## config.mk

```make
export PLATFORM = sky130hd
export DESIGN_NAME = tone_timer_setting_calculator
export DESIGN_NICKNAME = d
export VERILOG_FILES = /design/src/rtl/tts_pkg.sv /design/src/rtl/tts_serial_div.sv /design/src/rtl/tone_timer_setting_calculator.sv
export VERILOG_INCLUDE_DIRS = /design/src /design/src/rtl
export SDC_FILE = /design/constraint.sdc
export NUM_CORES = 1
export LEC_CHECK = 0
export BUFFER_PORTS_ARGS = -buffer_cell sky130_fd_sc_hd__buf_2
export CAP_MARGIN = 30
export CORE_AREA = 3 3 152 154
export DETAILED_ROUTE_END_ITERATION = 12
export DIE_AREA = 0 0 155 157
export MAX_ROUTING_LAYER = met4
export PLACE_DENSITY = 0.77
export SYNTH_ARGS = -nofsm -noshare
export SYNTH_HDL_FRONTEND = slang
export SYNTH_SLANG_ARGS = --single-unit
```

## constraint.sdc

```tcl
create_clock -name clk_i -period 8.6 [get_ports clk_i]
set_input_delay 0.86 -clock clk_i [delete_from_list [all_inputs] [get_ports clk_i]]
set_output_delay 0.86 -clock clk_i [all_outputs]
set_load 0.02 [all_outputs]
```

## src/rtl/tone_timer_setting_calculator_macros.svh

```systemverilog
// Assertion macros shared by the tone timer setting calculator RTL.
// Each macro expects clk_i and rst_ni to be visible where it is used.
`ifndef TONE_TIMER_SETTING_CALCULATOR_MACROS_SVH
`define TONE_TIMER_SETTING_CALCULATOR_MACROS_SVH

// The consequent must hold in the same cycle as the antecedent.
`define TTS_ASSERT_NOW(label, ante, cons) \
  label: assert property (@(posedge clk_i) disable iff (!rst_ni) (ante) |-> (cons)) \
    else $error("tone timer setting calculator: same-cycle check failed");

// The consequent must hold in the cycle after the antecedent.
`define TTS_ASSERT_NEXT(label, ante, cons) \
  label: assert property (@(posedge clk_i) disable iff (!rst_ni) (ante) |=> (cons)) \
    else $error("tone timer setting calculator: next-cycle check failed");

`endif

```

## src/rtl/tts_pkg.sv

```systemverilog
// Package of the tone timer setting calculator: payload types, divider
// request and response types, widths and the prescaler shift table.
// Used by tts_serial_div and tone_timer_setting_calculator.
`timescale 1ns / 1ps

package tts_pkg;

  localparam int unsigned CLOCK_HZ       = 16000000;
  localparam int unsigned FREQ_W         = 16;
  localparam int unsigned DUTY_IN_W      = 8;
  localparam int unsigned DUTY_W         = 7;
  localparam int unsigned TOP_W          = 16;
  localparam int unsigned SEL_W          = 3;
  localparam int unsigned NUM_PRESCALERS = 5;
  localparam int unsigned DIVISOR_W      = FREQ_W;

  // Quotient of twice the clock over the frequency, and top times duty.
  localparam int unsigned QUOT_W  = $clog2(2 * CLOCK_HZ + 1);
  localparam int unsigned PROD_W  = TOP_W + DUTY_W;
  localparam int unsigned DIV_W   = (QUOT_W > PROD_W) ? QUOT_W : PROD_W;
  localparam int unsigned DIV_CNT_W = $clog2(DIV_W + 1);
  localparam int unsigned MUL_CNT_W = $clog2(DUTY_W + 1);

  localparam logic [DIV_W-1:0]     TWO_CLOCK = DIV_W'(2 * CLOCK_HZ);
  localparam logic [TOP_W-1:0]     TOP_SAT   = '1;
  localparam logic [DUTY_W-1:0]    DUTY_MIN  = DUTY_W'(1);
  localparam logic [DUTY_W-1:0]    DUTY_MAX  = DUTY_W'(95);
  localparam logic [DIVISOR_W-1:0] PERCENT   = DIVISOR_W'(100);
  localparam logic [SEL_W-1:0]     SEL_LAST  = SEL_W'(NUM_PRESCALERS - 1);

  localparam logic [SEL_W-1:0] PSC_1    = 3'd0;
  localparam logic [SEL_W-1:0] PSC_8    = 3'd1;
  localparam logic [SEL_W-1:0] PSC_64   = 3'd2;
  localparam logic [SEL_W-1:0] PSC_256  = 3'd3;
  localparam logic [SEL_W-1:0] PSC_1024 = 3'd4;

  typedef struct packed {
    logic [FREQ_W-1:0]    frequency_hz;
    logic [DUTY_IN_W-1:0] duty_percent;
  } tts_in_t;

  typedef struct packed {
    logic             running;
    logic [SEL_W-1:0] prescaler_select;
    logic [TOP_W-1:0] period_top;
    logic [TOP_W-1:0] duty_compare;
  } tts_out_t;

  typedef struct packed {
    logic                 start;
    logic [DIV_W-1:0]     dividend;
    logic [DIVISOR_W-1:0] divisor;
  } tts_div_req_t;

  typedef struct packed {
    logic             done;
    logic [DIV_W-1:0] quotient;
  } tts_div_rsp_t;

  // Base-two logarithm of each prescaler.
  function automatic logic [3:0] prescale_shift(input logic [SEL_W-1:0] sel);
    logic [3:0] sh;
    unique case (sel)
      PSC_1:    sh = 4'd0;
      PSC_8:    sh = 4'd3;
      PSC_64:   sh = 4'd6;
      PSC_256:  sh = 4'd8;
      PSC_1024: sh = 4'd10;
      default:  sh = 4'd0;
    endcase
    return sh;
  endfunction

endpackage

```

## src/rtl/tts_serial_div.sv

```systemverilog
// Bit-serial restoring divider of the tone timer setting calculator.
// One quotient bit per cycle; depends on tts_pkg.
`timescale 1ns / 1ps

module tts_serial_div (
  input  logic                  clk_i,
  input  logic                  rst_ni,
  input  tts_pkg::tts_div_req_t req_i,
  output tts_pkg::tts_div_rsp_t rsp_o
);
  import tts_pkg::*;

  logic [DIV_W-1:0]     dvd_q, dvd_d;
  logic [DIVISOR_W-1:0] dsr_q, dsr_d;
  logic [DIVISOR_W-1:0] rem_q, rem_d;
  logic [DIV_CNT_W-1:0] cnt_q, cnt_d;
  logic                 done_q, done_d;

  logic [DIVISOR_W:0] trial;
  logic [DIVISOR_W:0] diff;
  logic               ge;

  // The dividend register shifts out at the top and takes quotient bits in
  // at the bottom, so it holds the quotient once all bits have passed.
  assign trial = {rem_q, dvd_q[DIV_W-1]};
  assign diff  = trial - {1'b0, dsr_q};
  assign ge    = (trial >= {1'b0, dsr_q});

  always_comb begin
    dvd_d  = dvd_q;
    dsr_d  = dsr_q;
    rem_d  = rem_q;
    cnt_d  = cnt_q;
    done_d = 1'b0;
    if (req_i.start) begin
      dvd_d = req_i.dividend;
      dsr_d = req_i.divisor;
      rem_d = '0;
      cnt_d = DIV_CNT_W'(DIV_W);
    end else if (cnt_q != '0) begin
      rem_d  = ge ? diff[DIVISOR_W-1:0] : trial[DIVISOR_W-1:0];
      dvd_d  = {dvd_q[DIV_W-2:0], ge};
      cnt_d  = cnt_q - DIV_CNT_W'(1);
      done_d = (cnt_q == DIV_CNT_W'(1));
    end
  end

  always_ff @(posedge clk_i or negedge rst_ni) begin
    if (!rst_ni) begin
      cnt_q  <= '0;
      done_q <= 1'b0;
    end else begin
      cnt_q  <= cnt_d;
      done_q <= done_d;
    end
  end

  always_ff @(posedge clk_i) begin
    dvd_q <= dvd_d;
    dsr_q <= dsr_d;
    rem_q <= rem_d;
  end

  assign rsp_o.done     = done_q;
  assign rsp_o.quotient = dvd_q;

endmodule

```

## src/rtl/tone_timer_setting_calculator.sv

```systemverilog
// Top level of the tone timer setting calculator: sequencer, prescaler
// search, shift-add multiplier and output register.
// Depends on tts_pkg, tts_serial_div and the assertion macro header.
//
//   channel  direction  handshake                  payload
//   in       input      in_valid_i / in_stall_o    in_data_i  (tts_in_t)
//   out      output     out_valid_o / out_stall_i  out_data_o (tts_out_t)
//   cfg      input      cfg_we_i                   cfg_wdata_i (output_attached)
//
// One beat is worked on at a time. A running beat goes through the bit-serial divider,
// the prescaler search, which tries the prescalers in turn, the seven-step multiplier
// and the divider again, and its result then waits in S_OUT for the output register;
// the next beat is accepted once that result has been loaded into the output register.
// A stopped beat skips the divider and multiplier and goes straight to S_OUT.
// Reset clears the sequencer, output valid and the attached flag.
// A stalled output holds its beat; the next result waits in the sequencer.
`timescale 1ns / 1ps
`include "tone_timer_setting_calculator_macros.svh"

module tone_timer_setting_calculator (
  input  logic              clk_i,
  input  logic              rst_ni,
  input  logic              cfg_we_i,
  input  logic              cfg_wdata_i,
  input  logic              in_valid_i,
  output logic              in_stall_o,
  input  tts_pkg::tts_in_t  in_data_i,
  output logic              out_valid_o,
  input  logic              out_stall_i,
  output tts_pkg::tts_out_t out_data_o
);
  import tts_pkg::*;

  localparam logic [2:0] S_IDLE = 3'd0;
  localparam logic [2:0] S_DIV1 = 3'd1;
  localparam logic [2:0] S_SEL  = 3'd2;
  localparam logic [2:0] S_MUL  = 3'd3;
  localparam logic [2:0] S_DIV2 = 3'd4;
  localparam logic [2:0] S_OUT  = 3'd5;

  logic [2:0]           state_q, state_d;
  logic                 attached_q;
  logic [DUTY_W-1:0]    duty_q, duty_d;
  logic [SEL_W-1:0]     idx_q, idx_d;
  logic [TOP_W-1:0]     top_q, top_d;
  logic [PROD_W-1:0]    acc_q, acc_d;
  logic [PROD_W-1:0]    mcand_q, mcand_d;
  logic [DUTY_W-1:0]    mplier_q, mplier_d;
  logic [MUL_CNT_W-1:0] mcnt_q, mcnt_d;
  tts_out_t             res_q, res_d;
  tts_out_t             out_q;
  logic                 out_valid_q;

  tts_div_req_t div_req;
  tts_div_rsp_t div_rsp;

  logic              accept;
  logic              go;
  logic [DUTY_W-1:0] duty_clamped;
  logic [DIV_W-1:0]  shifted;
  logic [DIV_W:0]    q_round;
  logic              fits;
  logic [TOP_W-1:0]  top_try;
  logic [TOP_W-1:0]  cmp_raw;
  logic [TOP_W-1:0]  cmp_lo;
  logic [TOP_W-1:0]  cmp_fin;
  logic              out_load;

  assign accept = in_valid_i && (state_q == S_IDLE);
  assign go     = attached_q && (in_data_i.frequency_hz != '0);

  always_comb begin
    if (in_data_i.duty_percent < {1'b0, DUTY_MIN}) begin
      duty_clamped = DUTY_MIN;
    end else if (in_data_i.duty_percent > {1'b0, DUTY_MAX}) begin
      duty_clamped = DUTY_MAX;
    end else begin
      duty_clamped = in_data_i.duty_percent[DUTY_W-1:0];
    end
  end

  // With E = floor(2*CLOCK_HZ / f), the rounded quotient for prescaler 2^k is
  // (floor(E / 2^k) + 1) / 2, which also holds for the odd-denominator case.
  assign shifted = div_rsp.quotient >> prescale_shift(idx_q);
  assign q_round = ({1'b0, shifted} + (DIV_W + 1)'(1)) >> 1;
  assign fits    = (q_round[DIV_W:TOP_W] == '0);

  always_comb begin
    if (!fits) begin
      top_try = TOP_SAT;
    end else if (q_round[DIV_W:1] == '0) begin
      top_try = TOP_W'(1);
    end else begin
      top_try = q_round[TOP_W-1:0] - TOP_W'(1);
    end
  end

  assign cmp_raw = div_rsp.quotient[TOP_W-1:0];
  assign cmp_lo  = (cmp_raw == '0) ? TOP_W'(1) : cmp_raw;
  assign cmp_fin = (cmp_lo >= top_q) ? (top_q - TOP_W'(1)) : cmp_lo;

  always_comb begin
    div_req.start    = 1'b0;
    div_req.dividend = TWO_CLOCK;
    div_req.divisor  = in_data_i.frequency_hz;
    if (state_q == S_IDLE) begin
      div_req.start = accept && go;
    end else begin
      div_req.start    = (state_q == S_MUL) && (mcnt_q == '0);
      div_req.dividend = DIV_W'(acc_q);
      div_req.divisor  = PERCENT;
    end
  end

  tts_serial_div u_div (
    .clk_i  (clk_i),
    .rst_ni (rst_ni),
    .req_i  (div_req),
    .rsp_o  (div_rsp)
  );

  assign out_load = (state_q == S_OUT) && (!out_valid_q || !out_stall_i);

  always_comb begin
    state_d  = state_q;
    duty_d   = duty_q;
    idx_d    = idx_q;
    top_d    = top_q;
    acc_d    = acc_q;
    mcand_d  = mcand_q;
    mplier_d = mplier_q;
    mcnt_d   = mcnt_q;
    res_d    = res_q;
    unique case (state_q)
      S_IDLE: begin
        if (accept) begin
          duty_d = duty_clamped;
          idx_d  = PSC_1;
          if (go) begin
            state_d = S_DIV1;
          end else begin
            res_d   = '0;
            state_d = S_OUT;
          end
        end
      end
      S_DIV1: begin
        if (div_rsp.done) begin
          state_d = S_SEL;
        end
      end
      S_SEL: begin
        if (fits || (idx_q == SEL_LAST)) begin
          top_d    = top_try;
          acc_d    = '0;
          mcand_d  = PROD_W'(top_try);
          mplier_d = duty_q;
          mcnt_d   = MUL_CNT_W'(DUTY_W);
          state_d  = S_MUL;
        end else begin
          idx_d = idx_q + SEL_W'(1);
        end
      end
      S_MUL: begin
        if (mcnt_q != '0) begin
          if (mplier_q[0]) begin
            acc_d = acc_q + mcand_q;
          end
          mcand_d  = mcand_q << 1;
          mplier_d = mplier_q >> 1;
          mcnt_d   = mcnt_q - MUL_CNT_W'(1);
        end else begin
          state_d = S_DIV2;
        end
      end
      S_DIV2: begin
        if (div_rsp.done) begin
          res_d.running          = 1'b1;
          res_d.prescaler_select = idx_q;
          res_d.period_top       = top_q;
          res_d.duty_compare     = cmp_fin;
          state_d                = S_OUT;
        end
      end
      S_OUT: begin
        if (out_load) begin
          state_d = S_IDLE;
        end
      end
      default: state_d = S_IDLE;
    endcase
  end

  always_ff @(posedge clk_i or negedge rst_ni) begin
    if (!rst_ni) begin
      state_q     <= S_IDLE;
      attached_q  <= 1'b0;
      out_valid_q <= 1'b0;
    end else begin
      state_q <= state_d;
      if (cfg_we_i) begin
        attached_q <= cfg_wdata_i;
      end
      if (out_load) begin
        out_valid_q <= 1'b1;
      end else if (!out_stall_i) begin
        out_valid_q <= 1'b0;
      end
    end
  end

  always_ff @(posedge clk_i) begin
    duty_q   <= duty_d;
    idx_q    <= idx_d;
    top_q    <= top_d;
    acc_q    <= acc_d;
    mcand_q  <= mcand_d;
    mplier_q <= mplier_d;
    mcnt_q   <= mcnt_d;
    res_q    <= res_d;
    if (out_load) begin
      out_q <= res_q;
    end
  end

  assign in_stall_o  = (state_q != S_IDLE);
  assign out_valid_o = out_valid_q;
  assign out_data_o  = out_q;

  `TTS_ASSERT_NEXT(a_accept_leaves_idle, in_valid_i && !in_stall_o, state_q != S_IDLE)
  `TTS_ASSERT_NOW(a_div_done_expected, div_rsp.done, (state_q == S_DIV1) || (state_q == S_DIV2))
  `TTS_ASSERT_NOW(a_stopped_is_zero, out_valid_o && !out_data_o.running,
                  (out_data_o.prescaler_select == '0) && (out_data_o.period_top == '0) &&
                  (out_data_o.duty_compare == '0))
  `TTS_ASSERT_NOW(a_compare_below_top, out_valid_o && out_data_o.running,
                  (out_data_o.duty_compare < out_data_o.period_top) &&
                  (out_data_o.prescaler_select <= SEL_LAST))

endmodule

```

==> results.yml, run 1 <==
critical_path:
  crit_fanout: 26
  critPathRequiredTime_ns: 8.75
  setup.worst_path.end_class: "register"
  reg2reg_from: "idx_q[0]"
  worstPathArrival_ns: 5.89
  crit_type: "register to register"
  start_kind: "register"
  crit_start: "idx_q[0]"
floorplanning:
  ios: 68
  core.rowCount: 54
  die_w_microns: 155
  core_sq_um: 21800
  start_util: 0.631
  die-height_microns: 157
  dieArea_sq_um: 24300
synthesis:
  synth_largest_area_cell: "edfxtp_1"
  syn_inst: 1368
  synth_fp_nets: 1466
  synth_edf_count: 195
  syn_area_sq_um: 13800
  synth_top_area_frac: 0.425
  synth-async-reset-ratio: 0.0495
  synthDistinctLibCells: 93
  synth.avg_cell_area_sq_um: 10.1
  ys_ff_latch: 222
  synth_area_leaders: "edfxtp_1 (43%), ha_1 (6.0%), o21ai_0 (3.3%)"
  seq_area_frac_synth: 0.468
  ys.flop_type: "edfxtp_1"
  ys.warnings.count: 0
clock_network:
  cts_root_buf: "clkbuf_16"
  cts_made_buffers: 24
  clkTransAtPathRegs_ns: 0.06
  hold_buffers: 0
  clk_latency_ns: 0.52
  cts_buffer_depth: 3
  post_cts_buffers: 0
  ctsResizeCount: 0
  cts_tree: "done"
  cts-htree-levels: 1
  cts_sinks: 222
route:
  drt_iter0_drc: 1351
  route.detailed.drc: 0
  wl_mm: 36.2
  vias: 11000
  wl_per_cell_microns: 21.3
  drtAntennaViolNets: 0
  viasPerCell: 6.48
  firstDrtPassIters: 5
finish:
  mostFrequentLayoutCells: "edfxtp_1 (195), nand2_1 (108), nor2_1 (99), o21ai_0 (90), inv_1 (83)"
  fin_nets: 1499
  final_util: 0.696
  area.growth.synth_to_final_pct: 10.3
  drive_gt1_frac: 0.127
  final_common_cell: "edfxtp_1"
grt:
  grt_start_max_net_pins: 60
  grt_first_pass_wirelength_mm: 57.2
  overflow: 0
  grt_pass1_vias: 10400
  grt_use_total: 0.304
  grt_antenna_before_repair: 2
power:
  p_sw_frac: 0.410
  power_frac_clock: 0.214
  p_sw_mw: 2.06
  p_int_mw: 2.97
  p_per_area_nw_per_um2: 332
  seqPwrFrac: 0.352
  p_comb_frac: 0.434
  p_leak_nw: 5.84
  ir_drop_mv: 0.176
placement:
  portBuffers: 67
  globalplace.congestion: 0.973
  hpwl_mm: 25.7
status:
  status: "completed"
timing:
  rsz0062_at_grt: "false"
  slew-limit-headroom: 0.372
  setup_violations: 0
  worst_pin_slew_ns: 0.940
  fmax_mhz: 174
  tns_ns: 0
  min_period_ns: 5.74
  clock_skew_ns: 0.0114
  fin_crit_sh: 0.667
  slew_violations: 0
  hold_viol_final: 0
worst_hold_path:
  hold_class: "input port to async pin"
run:
  cap_violations: 0
-- registers in the layout (all words and copies together) (netlist names) --
signal,count
u_div.dvd_q,25
u_div.cnt_q,5
mplier_q,7
idx_q,3
res_q,36
acc_q,23
u_div.done_q,1
u_div.rem_q,16
out_valid_o,1
mcand_q,23
mcnt_q,3
out_data_o,36
attached_q,1
state_q,3
duty_q,7
top_q,16
u_div.dsr_q,16
-- cells in the mapped netlist, drive strengths merged (19+ instances only) --
library cell	count
edfxtp	195
nand2	109
o21ai	100
nor2	99
inv	83
ha	66
clkbuf	61
a21oi	58
nand3	45
a211oi	41
xnor2	38
mux2i	36
nand2b	31
and2	25
and3	23
nor3	23
buf	22
mux2	19
nand4	19
-- power groups by stage --
stage	sequential [mW]	clock, mW	combinational, mW
finish	1.77	1.08	2.18
global route	1.79	1.13	2.39
CTS	1.76	1.09	2.14
detailed placement	1.78	0	2.12
global placement	1.77	0	2.07
floorplan	1.69	0	1.59
-- routing by layer --
layer / share of wire / vias to the layer above / GRT usage
li1: - / 5156 / -
met1: 0.44 / 5293 / 0.427
met2: 0.45 / 504 / 0.459
met3: 0.089 / 64 / 0.0608
met4: 0.022 / 0 / 0.0740
met5: 0 / - / -
-- path summary, 6_finish.rpt --
kind                            slack (ns)              to  cells past startpoint
worst min register to register        0.42  out_data_o[14]                      0
worst max register to register        2.86       top_q[10]                     15
worst max-delay path                  2.86       top_q[10]                     15
min in group clk_i                    0.42  out_data_o[14]                      0
max in group asynchronous             8.19      state_q[0]                      1
worst min-delay path                  0.19  u_div.cnt_q[1]                      1
-- cell type report --
type                            instances  area, sq um
Multi-Input combinational cell        978         6670
Fill cell                            1673         6640
Sequential cell                       222         6450
Clock buffer                           28          637
Timing Repair Buffer                   90          563
Tap cell                              280          350
Inverter                               85          319
Clock inverter                         16          186
Antenna cell                            2         5.00
-- stage by stage --
step / power [mW] / instances / worst slack, ns / cell area [sq um] / hold WS (ns)
floorplan: 3.29 / 1368 / 2.49 / 13800 / 0.400
global placement: 3.84 / 1650 / 2.74 / 14300 / 0.401
detailed placement: 3.90 / 1654 / 2.71 / 14300 / 0.405
CTS: 4.99 / 1698 / 2.68 / 15200 / 0.187
global route: 5.31 / 1701 / 2.22 / 15200 / 0.218
finish: 5.03 / 1701 / 2.86 / 15200 / 0.195
-- critical path: stages (launching register included) --
cell       delay (ns)
edfxtp_1         0.44
inv_1            0.13
ha_1             0.61
nand2b_1         0.55
o32ai_1          0.39
nor2_1           0.09
a31oi_1          0.16
ha_1             0.31
o211ai_1         0.26
nor4_4           0.48
nand4b_1         0.20
nor4b_1          0.33
a211oi_1         0.12
a2111oi_4        0.26
buf_4            0.34
and3_1           0.66
-- logic make-up (layout without fill, tap and decap cells) --
kind of cell    after synthesis  after routing  share of synthesized area
simple gates                458            458                      0.172
xor+xnor                     56             56                     0.0356
flops                       222            222                      0.468
compound gates              341            341                      0.169
buf+inv                     168            219                     0.0509
other cells                   0              2                          0
fa+ha+maj                    68             68                     0.0629
mux                          55             55                     0.0417
Power figures use the tool's default switching activity.
==> inputs of run 2 (changes only) <==
--- a/config.mk
+++ b/config.mk
@@ -6,13 +6,14 @@
 export SDC_FILE = /design/constraint.sdc
 export NUM_CORES = 1
 export LEC_CHECK = 0
+export ABC_AREA = 1
 export BUFFER_PORTS_ARGS = -buffer_cell sky130_fd_sc_hd__buf_2
 export CAP_MARGIN = 30
-export CORE_AREA = 3 3 152 154
+export CORE_AREA = 3 3 154 156
 export DETAILED_ROUTE_END_ITERATION = 12
-export DIE_AREA = 0 0 155 157
+export DIE_AREA = 0 0 157 159
 export MAX_ROUTING_LAYER = met4
-export PLACE_DENSITY = 0.77
+export PLACE_DENSITY = 0.76
 export SYNTH_ARGS = -nofsm -noshare
 export SYNTH_HDL_FRONTEND = slang
 export SYNTH_SLANG_ARGS = --single-unit
==> constraint.sdc (replaced) <==
create_clock -name clk_i -period 5.5 [get_ports clk_i]
set_input_delay 0.55 -clock clk_i [delete_from_list [all_inputs] [get_ports clk_i]]
set_output_delay 0.55 -clock clk_i [all_outputs]
set_load 0.02 [all_outputs]
==> run 2 against run 1 <==
Net effect:
- worst setup slack got worse by 2.2 ns
- highest routed layer unchanged
- clock power rose by 35%
- sequential share of layout area fell by 0.25 points
- combinational power rose to 2.6 times the previous value
- flip-flop and latch count did not move
==> results.yml, run 2 <==
status:
  status: "completed"
placement:
  globalplace.congestion: 0.981
  portBuffers: 67
  hpwl_mm: 27.5
  place_ws_ns: 0.570
route:
  route.detailed.drc: 0
  vias: 12000
  wl_mm: 36.0
  wl_per_cell_microns: 17.1
  drt_iter0_drc: 1190
  firstDrtPassIters: 5
  viasPerCell: 5.71
  drtAntennaViolNets: 0
clock_network:
  post_cts_buffers: 0
  cts_buffer_depth: 3
  clkTransAtPathRegs_ns: 0.06
  clk_latency_ns: 0.53
  cts_root_buf: "clkbuf_16"
  cts-htree-levels: 1
  cts_made_buffers: 24
  cts_sinks: 222
  cts_tree: "done"
critical_path:
  max_stage_delay_ns: 0.42
  setup.worst_path.end_class: "register"
  crit_fanout: 23
  crit_type: "register to register"
  slowest_stage: "edfxtp_1"
  critPathRequiredTime_ns: 5.69
  worstPathArrival_ns: 5.03
  path_delay_family: "simple AND/OR/NAND/NOR gates"
  start_kind: "register"
  cp_common_cell: "nand2_1"
  crit_buf_inv: 4
worst_hold_path:
  hold_class: "input port to register"
synthesis:
  ys_ff_latch: 222
  synth.most_common_cell: "nand2_1"
  syn_inst: 1769
  synth_top_area_frac: 0.417
  synthDistinctLibCells: 52
  synth.avg_cell_area_sq_um: 7.93
  ys.flop_type: "edfxtp_1"
  synthTopCellsByCount: "nand2_1 (560), edfxtp_1 (195), nand3_1 (173)"
  ys.warnings.count: 0
  syn_area_sq_um: 14000
  synth_area_leaders: "edfxtp_1 (42%), nand2_1 (15%), nand3_1 (6.2%)"
  synth_largest_area_cell: "edfxtp_1"
  synth_fp_nets: 1867
  seq_area_frac_synth: 0.460
  synth_edf_count: 195
  synth-async-reset-ratio: 0.0495
power:
  seqPwrFrac: 0.298
  power_frac_clock: 0.145
  p_per_area_nw_per_um2: 660
  p_leak_nw: 6.77
  p_sw_mw: 4.98
  p_int_mw: 5.11
  p_sw_frac: 0.494
  ir_drop_mv: 0.361
  p_comb_frac: 0.557
grt:
  grt_pass1_vias: 10900
  grt_use_met1: 0.412
  grt_antenna_before_repair: 0
  grt_start_max_net_pins: 62
  grt_use_met3: 0.0313
  busiest_layer: "met2"
  overflow: 0
  grt_use_total: 0.293
  grt_use_met2: 0.463
  grt_first_pass_wirelength_mm: 56.9
floorplanning:
  start_util: 0.624
  dieArea_sq_um: 25000
  die-height_microns: 159
  die_w_microns: 157
  core_sq_um: 22500
  core.rowCount: 55
  ios: 68
timing:
  clock_skew_ns: 0.0295
  fin_crit_sh: 0.880
  slew-limit-headroom: 0.317
  slew_violations: 0
  tns_ns: 0
  whs_ns: 0.264
  fmax_mhz: 207
  hold_viol_final: 0
  rsz0062_at_grt: "false"
  min_period_ns: 4.84
  setup_ws_ns: 0.659
  setup_violations: 0
  worst_pin_slew_ns: 1.02
finish:
  drive_gt1_frac: 0.0948
  final_common_cell: "nand2_1"
  final_util: 0.679
  antenna_cells: 0
  mostFrequentLayoutCells: "nand2_1 (559), edfxtp_1 (195), nand3_1 (173), inv_1 (166), nor2_1 (149)"
  area.growth.synth_to_final_pct: 8.83
  top_regs: "out_data_o: 36 flops, res_q: 36 flops, u_div.dvd_q: 25 flops"
  fin_nets: 1905
run:
  cap_violations: 0
[run 2: path summary, 6_finish.rpt]
kind / cells after the start / slack, ns / to / from
setup / recovery: 25 / 0.66 / acc_q[13] / idx_q[1]
hold / removal: 2 / 0.26 / attached_q / cfg_wdata_i
setup reg to reg: 25 / 0.66 / acc_q[13] / idx_q[1]
hold reg to reg: 0 / 0.41 / out_data_o[3] / res_q[3]
max in group asynchronous: 2 / 4.86 / state_q[1] / rst_ni
min in group asynchronous: 2 / 0.42 / u_div.cnt_q[4] / rst_ni
[run 2: power groups by stage]
stage	logic [mW]	registers, mW	clock network (mW)
CTS	5.54	2.99	1.47
finish	5.62	3.00	1.46
global route	6.35	3.05	1.55
floorplan	4.22	2.91	0
detailed placement	5.51	3.02	0
global placement	5.43	3.01	0
[run 2: area by class of cell]
cell class | count | area (sq um)
timing repair buffer | 81 | 475
fill | 1836 | 7230
inverter | 175 | 662
sequential | 222 | 6450
clock buffer | 33 | 644
clock inverter | 11 | 71.3
multi-input combinational | 1303 | 6610
tap | 285 | 357
[run 2: cells by family after synthesis]
kind of cell | share of synthesized area
adder cells (fa/ha/maj) | 0.0617
buffers and inverters | 0.0721
AO/OA/AOI/OAI | 0.0808
AND/OR/NAND/NOR | 0.303
XOR/XNOR | 0.0218
multiplexers | 0.000802
flip-flops | 0.460
[run 2: repair_timing]
item | CTS | global route
hold buffers | 1 | 0
hold endpoints to repair | 11 | 0
gates resized for setup | 0 | 1
endpoints found under the setup margin | 0 | 23
[run 2: per-layer routing]
| layer | routed length (microns) | vias up | part of all wire |
|---|---|---|---|
| met5 | 0 | - | 0 |
| met4 | 815 | 0 | 0.023 |
| met3 | 2620 | 74 | 0.073 |
| met2 | 16700 | 448 | 0.46 |
| met1 | 15800 | 5535 | 0.44 |
| li1 | - | 5986 | - |
[run 2: worst reg2reg max path, stage by stage, from the launching register on]
cell and delay [ns]:
edfxtp_1 0.42, inv_1 0.12, ha_2 0.39, buf_4 0.29, inv_1 0.06, nor2_1 0.34
nand2_1 0.09, nand2_1 0.10, nand2_1 0.09, nand3_1 0.13, nand2_1 0.08, nand2_2 0.15
ha_1 0.26, nand3_1 0.15, nor2_4 0.21, nand2_1 0.11, nor2_2 0.15, nand3_1 0.08
nand2_1 0.08, nand2_1 0.05, nor2_1 0.13, nand3_2 0.23, nand2_1 0.21, o21ai_0 0.12
nor2_2 0.12, buf_4 0.32
[run 2: stage by stage]
stage	total power, mW	instances	instance area [sq um]
2_1_floorplan	7.13	1769	14000
3_3_place_gp	8.44	2062	14500
3_5_place_dp	8.53	2065	14500
4_1_cts	10.0	2110	15300
5_1_grt	10.9	2110	15300
6_report	10.1	2110	15300
==> inputs of run 3 (changes only) <==
==> constraint.sdc (replaced) <==
create_clock -name clk_i -period 4.5 [get_ports clk_i]
set_input_delay 0.45 -clock clk_i [delete_from_list [all_inputs] [get_ports clk_i]]
set_output_delay 0.45 -clock clk_i [all_outputs]
set_load 0.02 [all_outputs]
==> run 3 against run 2 <==
Net effect:
- flip-flop and latch count stayed put
- highest routed layer unchanged
- worst hold slack got worse by 0.11 ns
- critical path type unchanged
- global-route usage increased by 0.54 points
- clock-buffer cell count shrank 4
- fmax rose by 15%
- register-to-register slack worse by 0.38 ns
- largest power group unchanged
- first-iteration DRC count rose by 12%
- final area grew 1.1%
- sequential power rose by 22%
- combinational power grew 26%
==> results.yml, run 3 (synthesis gave the netlist of run 2 again) <==
grt:
  grt_start_max_net_pins: 61
  overflow: 0
  grt_first_pass_wirelength_mm: 58.3
  grt_pass1_vias: 11400
  grt_use_total: 0.299
  grt_antenna_before_repair: 1
power:
  p_total_mw: 12.6
  p_sw_mw: 6.20
  ir_drop_mv: 0.539
  power_frac_clock: 0.151
  p_comb_frac: 0.559
  p_sw_frac: 0.491
  p_int_mw: 6.44
  p_leak_nw: 6.84
  seqPwrFrac: 0.290
  p_per_area_nw_per_um2: 818
finish:
  drive_gt1_frac: 0.103
  fin_nets: 1918
  fin_cells: 2123
  top_regs: "out_data_o: 36 flops, res_q: 36 flops, u_div.dvd_q: 25 flops"
  nFillCells: 1794
  final_area_sq_um: 15400
  final_common_cell: "nand2_1"
  area.growth.synth_to_final_pct: 10.1
  mostFrequentLayoutCells: "nand2_1 (558), edfxtp_1 (195), nand3_1 (173), inv_1 (166), nor2_1 (149)"
critical_path:
  cp_common_cell: "nand2_1"
  worstPathArrival_ns: 4.43
  crit_fanout: 24
  slowest_stage: "edfxtp_1"
  path_delay_family: "simple AND/OR/NAND/NOR gates"
  setup.worst_path.end_class: "register"
  start_kind: "register"
  crit_type: "register to register"
  crit_buf_inv: 5
  max_stage_delay_ns: 0.44
  crit_chain: "inv_1, ha_1, inv_1, nor2_4, buf_8, nand2_1, nand3_1, nand2_1, nand2_2, ha_1, inv_1, nor2_1, nand2_1, nor2_4, nand3_1, nand2_1, nand2_1, nor3_2, nand3_2, nand2_2, o21ai_0, nor2_2, buf_12"
  critPathRequiredTime_ns: 4.71
floorplanning:
  ios: 68
  dieArea_sq_um: 25000
  die_w_microns: 157
  core_sq_um: 22500
  start_util: 0.624
  core.rowCount: 55
  die-height_microns: 159
route:
  viasPerCell: 5.78
  wl_per_cell_microns: 17.4
  wl_mm: 36.9
  drt_iter0_drc: 1330
  firstDrtPassIters: 6
  drtAntennaViolNets: 0
  vias: 12300
  route.detailed.drc: 0
timing:
  fin_crit_sh: 0.937
  clock_skew_ns: 0.0262
  whs_ns: 0.157
  slew_violations: 0
  worst_pin_slew_ns: 1.08
  min_period_ns: 4.22
  hold_viol_final: 0
  fmax_mhz: 237
  tns_ns: 0
  rsz0062_at_grt: "false"
  slew-limit-headroom: 0.279
  setup_violations: 0
run:
  cap_violations: 0
status:
  status: "completed"
placement:
  globalplace.congestion: 0.995
  place_inst: 2077
  hpwl_mm: 28.0
  portBuffers: 67
  dpl-instance-area_sq_um: 14600
clock_network:
  clkTransAtPathRegs_ns: 0.06
  cts_buffer_depth: 3
  cts_made_buffers: 24
  post_cts_buffers: 0
  cts-htree-levels: 1
  cts_sinks: 222
  cts_tree: "done"
  cts_root_buf: "clkbuf_16"
  clk_latency_ns: 0.53
worst_hold_path:
  hold_class: "input port to register"
## run 3: worst paths after layout
kind	from	to	slack [ns]	cells past startpoint
setup / recovery	idx_q[0]	acc_q[11]	0.28	23
hold / removal	cfg_wdata_i	attached_q	0.16	2
setup reg to reg	idx_q[0]	acc_q[11]	0.28	23
hold reg to reg	res_q[31]	out_data_o[31]	0.42	0
max in group asynchronous	rst_ni	u_div.cnt_q[3]	3.95	2
min in group asynchronous	rst_ni	attached_q	0.32	2
## run 3: per-stage QoR
step                      utilization  setup slack, ns
final                           0.687            0.282
after global routing            0.687           0.0106
after CTS                       0.685            0.223
after detailed placement        0.651            0.280
after global placement          0.649            0.341
after floorplan                     -            0.167
## run 3: repair_timing
item	CTS	global route
endpoints found under the hold margin	11	0
setup endpoints to repair	0	27
hold buffers	1	0
resized for setup	0	5
## run 3: layout make-up
class | count | area, sq um | share of cell area
Multi-Input combinational cell | 1304 | 6620 | 0.429
Sequential cell | 222 | 6450 | 0.418
Inverter | 175 | 662 | 0.0428
Clock buffer | 29 | 619 | 0.0401
Timing Repair Buffer | 93 | 582 | 0.0377
Tap cell | 285 | 357 | 0.0231
Clock inverter | 14 | 153 | 0.00988
Antenna cell | 1 | 2.50 | 0.000162
## run 3: layer usage
metal,global-route usage,wire (microns),up-vias
li1,-,-,6001
met1,0.417,15900,5712
met2,0.468,17200,475
met3,0.0342,2740,76
met4,0.0780,995,0
met5,-,0,-
## run 3: power by group through the flow
stage	Clock, mW	Combinational [mW]	Sequential (mW)
after floorplan	0	5.16	3.55
after global placement	0	6.78	3.67
after detailed placement	0	6.91	3.68
after CTS	1.93	6.95	3.65
after global routing	2.01	7.94	3.72
final	1.91	7.06	3.66
